$ cat config.mk
export PLATFORM = sky130hd
export DESIGN_NAME = tgds_out_stage
export DESIGN_NICKNAME = d
export VERILOG_FILES = /design/src/hw/rtl/assert_macros.svh /design/src/hw/rtl/tgds_pkg.sv /design/src/hw/rtl/tgds_out_stage.sv
export SDC_FILE = /design/constraint.sdc
export NUM_CORES = 1
export LEC_CHECK = 0
export ABC_AREA = 0
export BUFFER_PORTS_ARGS = -buffer_cell sky130_fd_sc_hd__buf_2
export CORE_MARGIN = 1
export CORE_UTILIZATION = 25
export DETAILED_ROUTE_END_ITERATION = 8
export GPL_ROUTABILITY_DRIVEN = 0
export PLACE_DENSITY = 0.44
export RECOVER_POWER = 50
export SYNTH_ARGS = -nofsm -noshare
export SYNTH_HDL_FRONTEND = slang
export SYNTH_SLANG_ARGS = --single-unit
$ cat constraint.sdc
create_clock -name clk -period 3.2 [get_ports clk]
set_input_delay 0.48 -clock clk [delete_from_list [all_inputs] [get_ports clk]]
set_output_delay 0.48 -clock clk [all_outputs]
set_load 0.1 [all_outputs]
$ cat src/hw/rtl/assert_macros.svh
// Assertion helpers shared by the scheduler RTL.
// Both macros expect signals named clk and rst in the including module.
`ifndef ASSERT_MACROS_SVH
`define ASSERT_MACROS_SVH
// A condition that must hold at every clock edge outside reset.
`define TGDS_CHECK(lbl, cond) \
  lbl: assert property (@(posedge clk) disable iff (rst) (cond)) \
    else $error("scheduler check failed");
// A consequence that must hold in the same cycle as its antecedent.
`define TGDS_IMPLY(lbl, ante, cons) \
  lbl: assert property (@(posedge clk) disable iff (rst) (ante) |-> (cons)) \
    else $error("scheduler implication failed");
`endif

$ cat src/hw/rtl/tgds_pkg.sv
`timescale 1ns / 1ps
// ----------------------------------------------------------------------------
// tgds_pkg: shared types and constants of the task graph scheduler
// Sizes of the vertex table, field widths, codes and the records that the
// engine keeps in its memories.
// ----------------------------------------------------------------------------
package tgds_pkg;

  localparam int MAX_TASKS      = 64;
  localparam int MAX_SUCCESSORS = 16;
  localparam int VID_W          = $clog2(MAX_TASKS);
  localparam int VCNT_W         = VID_W + 1;
  localparam int SIDX_W         = $clog2(MAX_SUCCESSORS);
  localparam int SCNT_W         = SIDX_W + 1;
  localparam int PEND_W         = 7;
  localparam int COUNT_W        = 7;
  localparam int KIND_W         = 4;
  localparam int ACT_W          = 3;
  localparam int REP_W          = 3;
  localparam int RESULT_LIMIT   = 64;
  localparam int ECNT_W         = $clog2(RESULT_LIMIT) + 1;
  localparam int IN_DATA_W      = 16;
  localparam int OUT_DATA_W     = 24;

  localparam logic [PEND_W-1:0]  PEND_LIMIT  = '1;
  localparam logic [COUNT_W-1:0] COUNT_LIMIT = '1;

  localparam logic [KIND_W-1:0] KIND_SEND        = 4'd0;
  localparam logic [KIND_W-1:0] KIND_RECV        = 4'd1;
  localparam logic [KIND_W-1:0] KIND_MULTICAST   = 4'd2;
  localparam logic [KIND_W-1:0] KIND_WAIT        = 4'd7;
  localparam logic [KIND_W-1:0] KIND_RECV_REDUCE = 4'd8;
  localparam logic [KIND_W-1:0] KIND_LAST        = 4'd9;

  typedef enum logic [ACT_W-1:0] {
    ACT_CREATE = 3'd0,
    ACT_ADD    = 3'd1,
    ACT_SEAL   = 3'd2,
    ACT_DONE   = 3'd3,
    ACT_CLEAR  = 3'd4
  } action_t;

  typedef enum logic [REP_W-1:0] {
    REP_CREATED = 3'd0,
    REP_REMOTE  = 3'd1,
    REP_LOCAL   = 3'd2,
    REP_ACK     = 3'd3,
    REP_REJECT  = 3'd4
  } report_t;

  typedef enum logic [1:0] {
    PH_INIT     = 2'd0,
    PH_ISSUED   = 2'd1,
    PH_COMPLETE = 2'd2
  } phase_t;

  // One vertex table entry.
  typedef struct packed {
    phase_t              phase;
    logic [KIND_W-1:0]   kind;
    logic [PEND_W-1:0]   pend;
    logic [SCNT_W-1:0]   scnt;
  } vrec_t;

  // One cascade stack entry: vertex, next successor to visit, list length.
  typedef struct packed {
    logic [VID_W-1:0]  vid;
    logic [SCNT_W-1:0] nxt;
    logic [SCNT_W-1:0] cnt;
  } sent_t;

  typedef struct packed {
    report_t            report;
    logic [VID_W-1:0]   vertex;
    logic [KIND_W-1:0]  kind;
    logic [COUNT_W-1:0] count;
  } result_t;

  // Engine to result stage.
  typedef struct packed {
    logic    emit;
    logic    flush;
    result_t res;
  } res_ctl_t;

  // Result stage to engine.
  typedef struct packed {
    logic emit_ready;
    logic flush_ready;
  } res_stat_t;

  function automatic logic is_remote(input logic [KIND_W-1:0] kind);
    return (kind == KIND_SEND) || (kind == KIND_RECV) || (kind == KIND_MULTICAST) ||
           (kind == KIND_RECV_REDUCE);
  endfunction

endpackage

$ cat src/hw/rtl/tgds_out_stage.sv
`timescale 1ns / 1ps
// ----------------------------------------------------------------------------
// tgds_out_stage: result holding and output register
// Keeps the newest result back until the next one or the end of the input
// is known, so that the final result of an input carries tlast.
// ----------------------------------------------------------------------------
module tgds_out_stage
  import tgds_pkg::*;
(
  input  logic                  clk,
  input  logic                  rst,
  input  res_ctl_t              ctl,
  output res_stat_t             stat,
  output logic                  m_tvalid,
  input  logic                  m_tready,
  // report [2:0], vertex_out [8:3], kind_out [12:9], completed_count [19:13]
  output logic [OUT_DATA_W-1:0] m_tdata,
  output logic                  m_tlast
);

  logic    pend_v;
  result_t pend;
  logic    ov, ov_next;
  result_t od;
  logic    olast;
  logic    out_free;

  assign out_free         = !ov || m_tready;
  assign stat.emit_ready  = !pend_v || out_free;
  assign stat.flush_ready = out_free;

  always_comb begin
    ov_next = ov && !m_tready;
    if ((ctl.emit && pend_v) || ctl.flush) begin
      ov_next = 1'b1;
    end
  end

  always_ff @(posedge clk) begin
    if (rst) begin
      pend_v <= 1'b0;
      ov     <= 1'b0;
    end else begin
      ov <= ov_next;
      if (ctl.emit) begin
        pend_v <= 1'b1;
      end else if (ctl.flush) begin
        pend_v <= 1'b0;
      end
    end
  end

  always_ff @(posedge clk) begin
    if (ctl.emit) begin
      pend <= ctl.res;
      if (pend_v) begin
        od    <= pend;
        olast <= 1'b0;
      end
    end else if (ctl.flush) begin
      od    <= pend;
      olast <= 1'b1;
    end
  end

  assign m_tvalid = ov;
  assign m_tlast  = olast;
  assign m_tdata  = {(OUT_DATA_W - REP_W - VID_W - KIND_W - COUNT_W)'(0),
                     od.count, od.kind, od.vertex, od.report};

endmodule

==> summary.md, run 1 <==
| Metric | Value |
|---|---|
| Status | complete, no violations |
| CTS clk-pin slew, worst paths | 0.08 ns |
| XOR/XNOR Fraction of Synth Area | 0% |
| Initial antenna violation count | 0 |
| First-pass GRT wire length | about 3400 microns |
| Psw | 368 uW |
| Critical path data arrival time | 2.07 ns |
| Grt total ovfl | 0 |
| Compound-Gate Fraction of Synth Area | 2.26% |
| Die Width | about 76 microns |
| Setup-failing EPs final | 0 |
| FFs w/ async S/R, synth | 0% |
| P_int | 842 uW |
| Initial DRC Count | 28 |
| Simple-gate area share of the yosys netlist | 2.26% |
| Final worst path period share | between 60% and 70% |
| Layout cell share with drive strength beyond 1 | 49.6% |
| Longest Clk Path Bufs | 2 |
| LEAKAGE | 0.685 nW |
| Die area | slightly below 6000 sq um |
| CP Max Fanout | 23 |
| Max transition margin | 18.7% |
| Top cell type by total area after synthesis | edfxtp_1 |
| Combinational fraction of design power | 18.4% |
| Post-DP HPWL | around 1500 microns |
| Initial Utilization | a little over a quarter |
| Io pins | 53 |
| Fin nets | between 100 and 150 |
| Worst Tran Pin Value | 1.22 ns |
| Total Neg Setup Slack | 0 ns |
| Syn Std Cell Area | 1380 sq um |
| Synthesized instance count | 58 |
| Post-Route WL | a little over 2000 microns |
| Die Ht | between 70 and 80 microns |
| Power density over the cells | between 600 and 700 nW/um^2 |
| Ys Warns | 0 |
| CTS root buf | clkbuf_8 |
| Total track usage | 7.92% |
| PostCTS Resize Cnt | 0 |
| Largest net degree at the start of global routing | 24 |
| R2R Setup Slk | 1.98 ns |
| HP Class | input port to register |
| Setup crit end kind | register |
| Port Buf Inserts | 48 |
| Hold Buf Count CTS | 0 |
| CTS Sinks | 43 |
| Placed Instances | 175 |
| Adder-Cell Fraction of Synth Area | 0% |
| Max Fclk | about 480 MHz |
| Antenna Violating Nets Remaining | 0 |
| Skew-Pair Late Insertion Delay | between 0.2 and 0.3 ns |
| Via count of the routed design | between 600 and 700 |
| Final Hold Fails | 0 |
| Critical Path RT | 3.17 ns |
| DRC Markers | 0 |
| Most frequent cell after synthesis | edfxtp_1 |
| N_diodes | 0 |
| Sw Share | 30.4% |
| Layout area overhead | 28.3% |
| Setup CP Type | input port to register |
| Register area share after synthesis | roughly nine tenths |
| Max IR drop VDD | 0.226 mV |
| RSZ-0062 raised after global routing | false |
| Synth cell count leaders | edfxtp_1, buf_4, dfxtp_1, inv_1 |
| Drt wl/cell | between 10 and 15 microns |
| Site row count | 26 |
| Core Region | 5200 sq um |
| Setup WS pre-CTS | between 1 and 1.5 ns |
| Post-Layout Cell Count | approximately 180 |
| Synth Flop Type | edfxtp_1 |
| #FFs+latches synth | 43 |
| Clock network power share | 25.7% |
| Synth top area share | 89.0% |
| Mux cell area share after synthesis | 0% |
| Crit path launch type | input port |
| Max cap viols | 0 |
| Drt first pass iters | 3 |
| Num CTS Buffers | 5 |
| Vias per inst | between 3 and 4 |
| Post-CTS setup buffers | 0 |
| Area contributors post-synth | edfxtp_1, dfxtp_1, buf_4, a31oi_4, nand2b_4 |
| Post-synth EDFFs | 41 |
| Minimum clock period | 2.10 ns |
| Synth cell types | 12 |
| Final setup margin | 1.10 ns |
| Vias in the first global route | 721 |
| Worst Skew | 0.00478 ns |
| H-Tree Depth | 2 |
| Final core utilization | 34.1% |
| Overall Power | roughly 1.2 mW |
| Final count of pins violating max slew | 0 |
| CTS tree | done |
| Sequential Power Share | 55.9% |
| Largest family of logic cells by synthesized area | buffers and inverters |
| Mean post-synth cell area | 23.8 sq um |
power groups by stage:
stage	clock network (mW)	logic (mW)	registers [mW]
floorplan	0	0.0439	0.828
global placement	0	0.222	0.688
detailed placement	0	0.224	0.689
CTS	0.323	0.224	0.677
global route	0.350	0.229	0.681
finish	0.311	0.222	0.676
metal layers:
layer  vias up  GRT usage [%]  share of wire (%)
met5         -              0                  0
met1       300           7.85                 39
li1        318              -                  -
met4         0           4.62                  0
met3         0           3.95                8.5
met2        33           13.3                 53
critical path, stage by stage:
cell,delay [ns]
clkbuf_1,0.87
nand2_1,0.29
o21ai_2,0.11
buf_4,0.30
cell families after synthesis:
family / after synthesis
AOI/OAI and AO/OA: 3
other: 1
and+or+nand+nor: 4
buffers and inverters: 7
DFF: 43
flip-flops by register name (all words and copies together) (netlist names):
name	cells
m_tdata	20
pend	20
m_tlast	1
m_tvalid	1
pend_v	1
cells in the final DEF (no fill, tap or decap):
master / synthesis / final
nand3b_1: 1 / 1
buf_4: 5 / 1
clkbuf_8: 0 / 5
nand2b_4: 1 / 1
clkinv_1: 0 / 2
inv_1: 2 / 2
a21oi_1: 1 / 1
nand2_1: 1 / 1
nand2b_1: 1 / 1
edfxtp_1: 41 / 41
o21ai_2: 0 / 1
buf_2: 0 / 47
a31oi_4: 1 / 1
clkbuf_1: 0 / 2
dfxtp_1: 2 / 2
conb_1: 1 / 4
metrics by stage:
step	instance area (sq um)	hold WS (ns)
finish	1770	0.365
global route	1770	0.346
CTS	1780	0.356
detailed placement	1700	0.405
global placement	1700	0.402
floorplan	1390	0.400
path summary, 6_finish.rpt:
check,startpoint,to,depth (start not counted)
setup / recovery,ctl[21],m_tdata[13]$_DFFE_PP_,4
hold / removal,ctl[8],pend[8]$_DFFE_PP_,1
setup reg to reg,pend_v$_SDFFE_PP0P_,m_tdata[13]$_DFFE_PP_,3
hold reg to reg,pend[12]$_DFFE_PP_,m_tdata[4]$_DFFE_PP_,0
area by class of cell:
| type | count | area, sq um |
|---|---|---|
| inverter | 2 | 7.51 |
| clock inverter | 2 | 7.51 |
| sequential | 43 | 1270 |
| multi-input combinational | 11 | 81.3 |
| timing repair buffer | 49 | 246 |
| clock buffer | 6 | 72.6 |
| fill | 524 | 3430 |
| tap | 70 | 87.6 |
No activity file was read; power rests on OpenSTA's default activity.
==> run 2: changes to the inputs <==
Clock period 3.2 ns to 2.1 ns, I/O delays scaled along.
==> run 2 against run 1 <==
Net effect:
- via count up 2.5%
- power up 63%
- worst setup slack worse by 0.45 ns
- die area stayed put
- clock skew down 0.0010 ns
- critical endpoint is now stat[1]
==> summary.md, run 2 (same netlist as run 1, synthesis figures left out) <==
| Metric | Value |
|---|---|
| Status | complete, no violations (unchanged) |
| Post-CTS setup buffers | 0 (unchanged) |
| Hold Buf Count CTS | 0 (unchanged) |
| Num CTS Buffers | 5 (unchanged) |
| Initial DRC Count | 9 (was 28) |
| RSZ-0062 raised after global routing | false (unchanged) |
| Die Ht | 76.4 microns (unchanged) |
| Setup CP Type | register to primary output (was input port to register) |
| WHS | 0.201 ns (was 0.365 ns) |
| Drt wl/cell | 11.5 microns (was 11.3 microns) |
| LEAKAGE | 0.706 nW (was 0.685 nW) |
| Crit-path leading delay family | buffers and inverters (unchanged) |
| H-Tree Depth | 2 (unchanged) |
| Power density over the cells | 1080 nW/um^2 (was 682 nW/um^2) |
| Final core utilization | 35.0% (was 34.1%) |
| CTS root buf | clkbuf_8 (unchanged) |
| Max transition margin | 43.1% (was 18.7%) |
| Final count of pins violating max slew | 0 (unchanged) |
| Layout area overhead | 31.6% (was 28.3%) |
| Critical path data arrival time | 1.13 ns (was 2.07 ns) |
| CTS clk-pin slew, worst paths | 0.07 ns (was 0.08 ns) |
| Io pins | 53 (unchanged) |
| Total track usage | 7.63% (was 7.92%) |
| Final Hold Fails | 0 (unchanged) |
| Die area | 5830 sq um (unchanged) |
| HP Class | input port to register (unchanged) |
| Max Fclk | 693 MHz |
| Largest net degree at the start of global routing | 21 (was 24) |
| First-pass GRT wire length | 3150 microns (was 3390 microns) |
| Highest-delay cell along the critical path | buf_2 (was clkbuf_1) |
| CTS tree | done (unchanged) |
| Commonest non-fill, non-tap cell in the layout | buf_2 (unchanged) |
| CTS Sinks | 43 (unchanged) |
| Max cap viols | 0 (unchanged) |
| Fin nets | 138 (was 137) |
| Vias per inst | 3.63 (was 3.56) |
| Setup crit end kind | primary output (was register) |
| Site row count | 26 (unchanged) |
| PostCTS Resize Cnt | 0 (unchanged) |
| Core Region | 5200 sq um (unchanged) |
| Die Width | 76.4 microns (unchanged) |
| Via count of the routed design | 667 (was 651) |
| N_diodes | 0 (unchanged) |
| Longest Clk Path Bufs | 2 (unchanged) |
| Final worst path period share | between 60% and 70% |
| Total Neg Setup Slack | 0 ns (unchanged) |
| Minimum clock period | 1.44 ns |
| CP Max Fanout | 3 (was 23) |
| Drt first pass iters | 4 (was 3) |
| Placed Instances | 176 (was 175) |
| Fill count | 533 (was 524) |
| Initial antenna violation count | 0 (unchanged) |
| Skew-Pair Late Insertion Delay | 0.29 ns (about the same) |
| Max stage delay on crit path | 0.42 ns (was 0.87 ns) |
| Worst Tran Pin Value | 0.854 ns (was 1.22 ns) |
| Antenna Violating Nets Remaining | 0 (unchanged) |
| Worst Skew | 0.00375 ns (was 0.00478 ns) |
| Worst path buffer plus inverter count | 1 (was 2) |
| Post-Route WL | 2110 microns (was 2070 microns) |
| Crit path cell chain | nand3b_1 -> buf_2 (was clkbuf_1 -> nand2_1 -> o21ai_2 -> buf_4) |
| Crit path launch type | register (was input port) |
| Layout cell share with drive strength beyond 1 | 51.8% (was 49.6%) |
| Initial Utilization | 26.6% (unchanged) |
| Max IR drop VDD | 0.416 mV (was 0.226 mV) |
| Grt total ovfl | 0 (unchanged) |
| Most frequent cells in the layout | buf_2, edfxtp_1, clkbuf_8 (unchanged) |
| Post-Layout Cell Count | 184 (was 183) |
| Vias in the first global route | 678 (was 721) |
| Port Buf Inserts | 48 (unchanged) |
| DRC Markers | 0 (unchanged) |
| Critical Path RT | 1.78 ns (was 3.17 ns) |
| Setup-failing EPs final | 0 (unchanged) |
## run 2: routing by layer
metal  vias up  GRT usage (%)  part of all wire, %
met5         -              0                    0
met4         0           5.19                  1.8
met3         4           3.71                  8.4
met2        32           13.8                   55
met1       314           6.50                   34
li1        317              -                    -
## run 2: power by group
part / internal, mW / switching [mW] / total, mW
sequential: 1.01 / 0.0171 / 1.03
combinational: 0.0466 / 0.296 / 0.343
clock: 0.348 / 0.251 / 0.599
total: 1.41 / 0.565 / 1.97
## run 2: worst paths after layout
check	from	endpoint	slack, ns	cells after the start
worst max-delay path	m_tvalid$_SDFF_PP0_	stat[1]	0.66	2
worst min-delay path	ctl[0]	pend[0]$_DFFE_PP_	0.20	1
worst max register to register	pend_v$_SDFFE_PP0P_	m_tdata[16]$_DFFE_PP_	0.99	3
worst min register to register	pend[5]$_DFFE_PP_	m_tdata[18]$_DFFE_PP_	0.42	0
## run 2: through the flow
| step | worst slack, ns | power [mW] | cell area, sq um |
|---|---|---|---|
| after floorplan | 0.257 | 1.33 | 1400 |
| after global placement | 0.844 | 1.39 | 1720 |
| after detailed placement | 0.822 | 1.40 | 1720 |
| after CTS | 0.644 | 2.00 | 1820 |
| after global routing | 0.562 | 2.04 | 1820 |
| final | 0.656 | 1.97 | 1820 |
## run 2: final cells by class
type | count | area [sq um] | area share [%]
Sequential cell | 43 | 1270 | 69.9
Timing Repair Buffer | 50 | 263 | 14.4
Tap cell | 70 | 87.6 | 4.81
Multi-Input combinational cell | 11 | 81.3 | 4.47
Clock buffer | 5 | 68.8 | 3.78
Clock inverter | 3 | 38.8 | 2.13
Inverter | 2 | 7.51 | 0.413
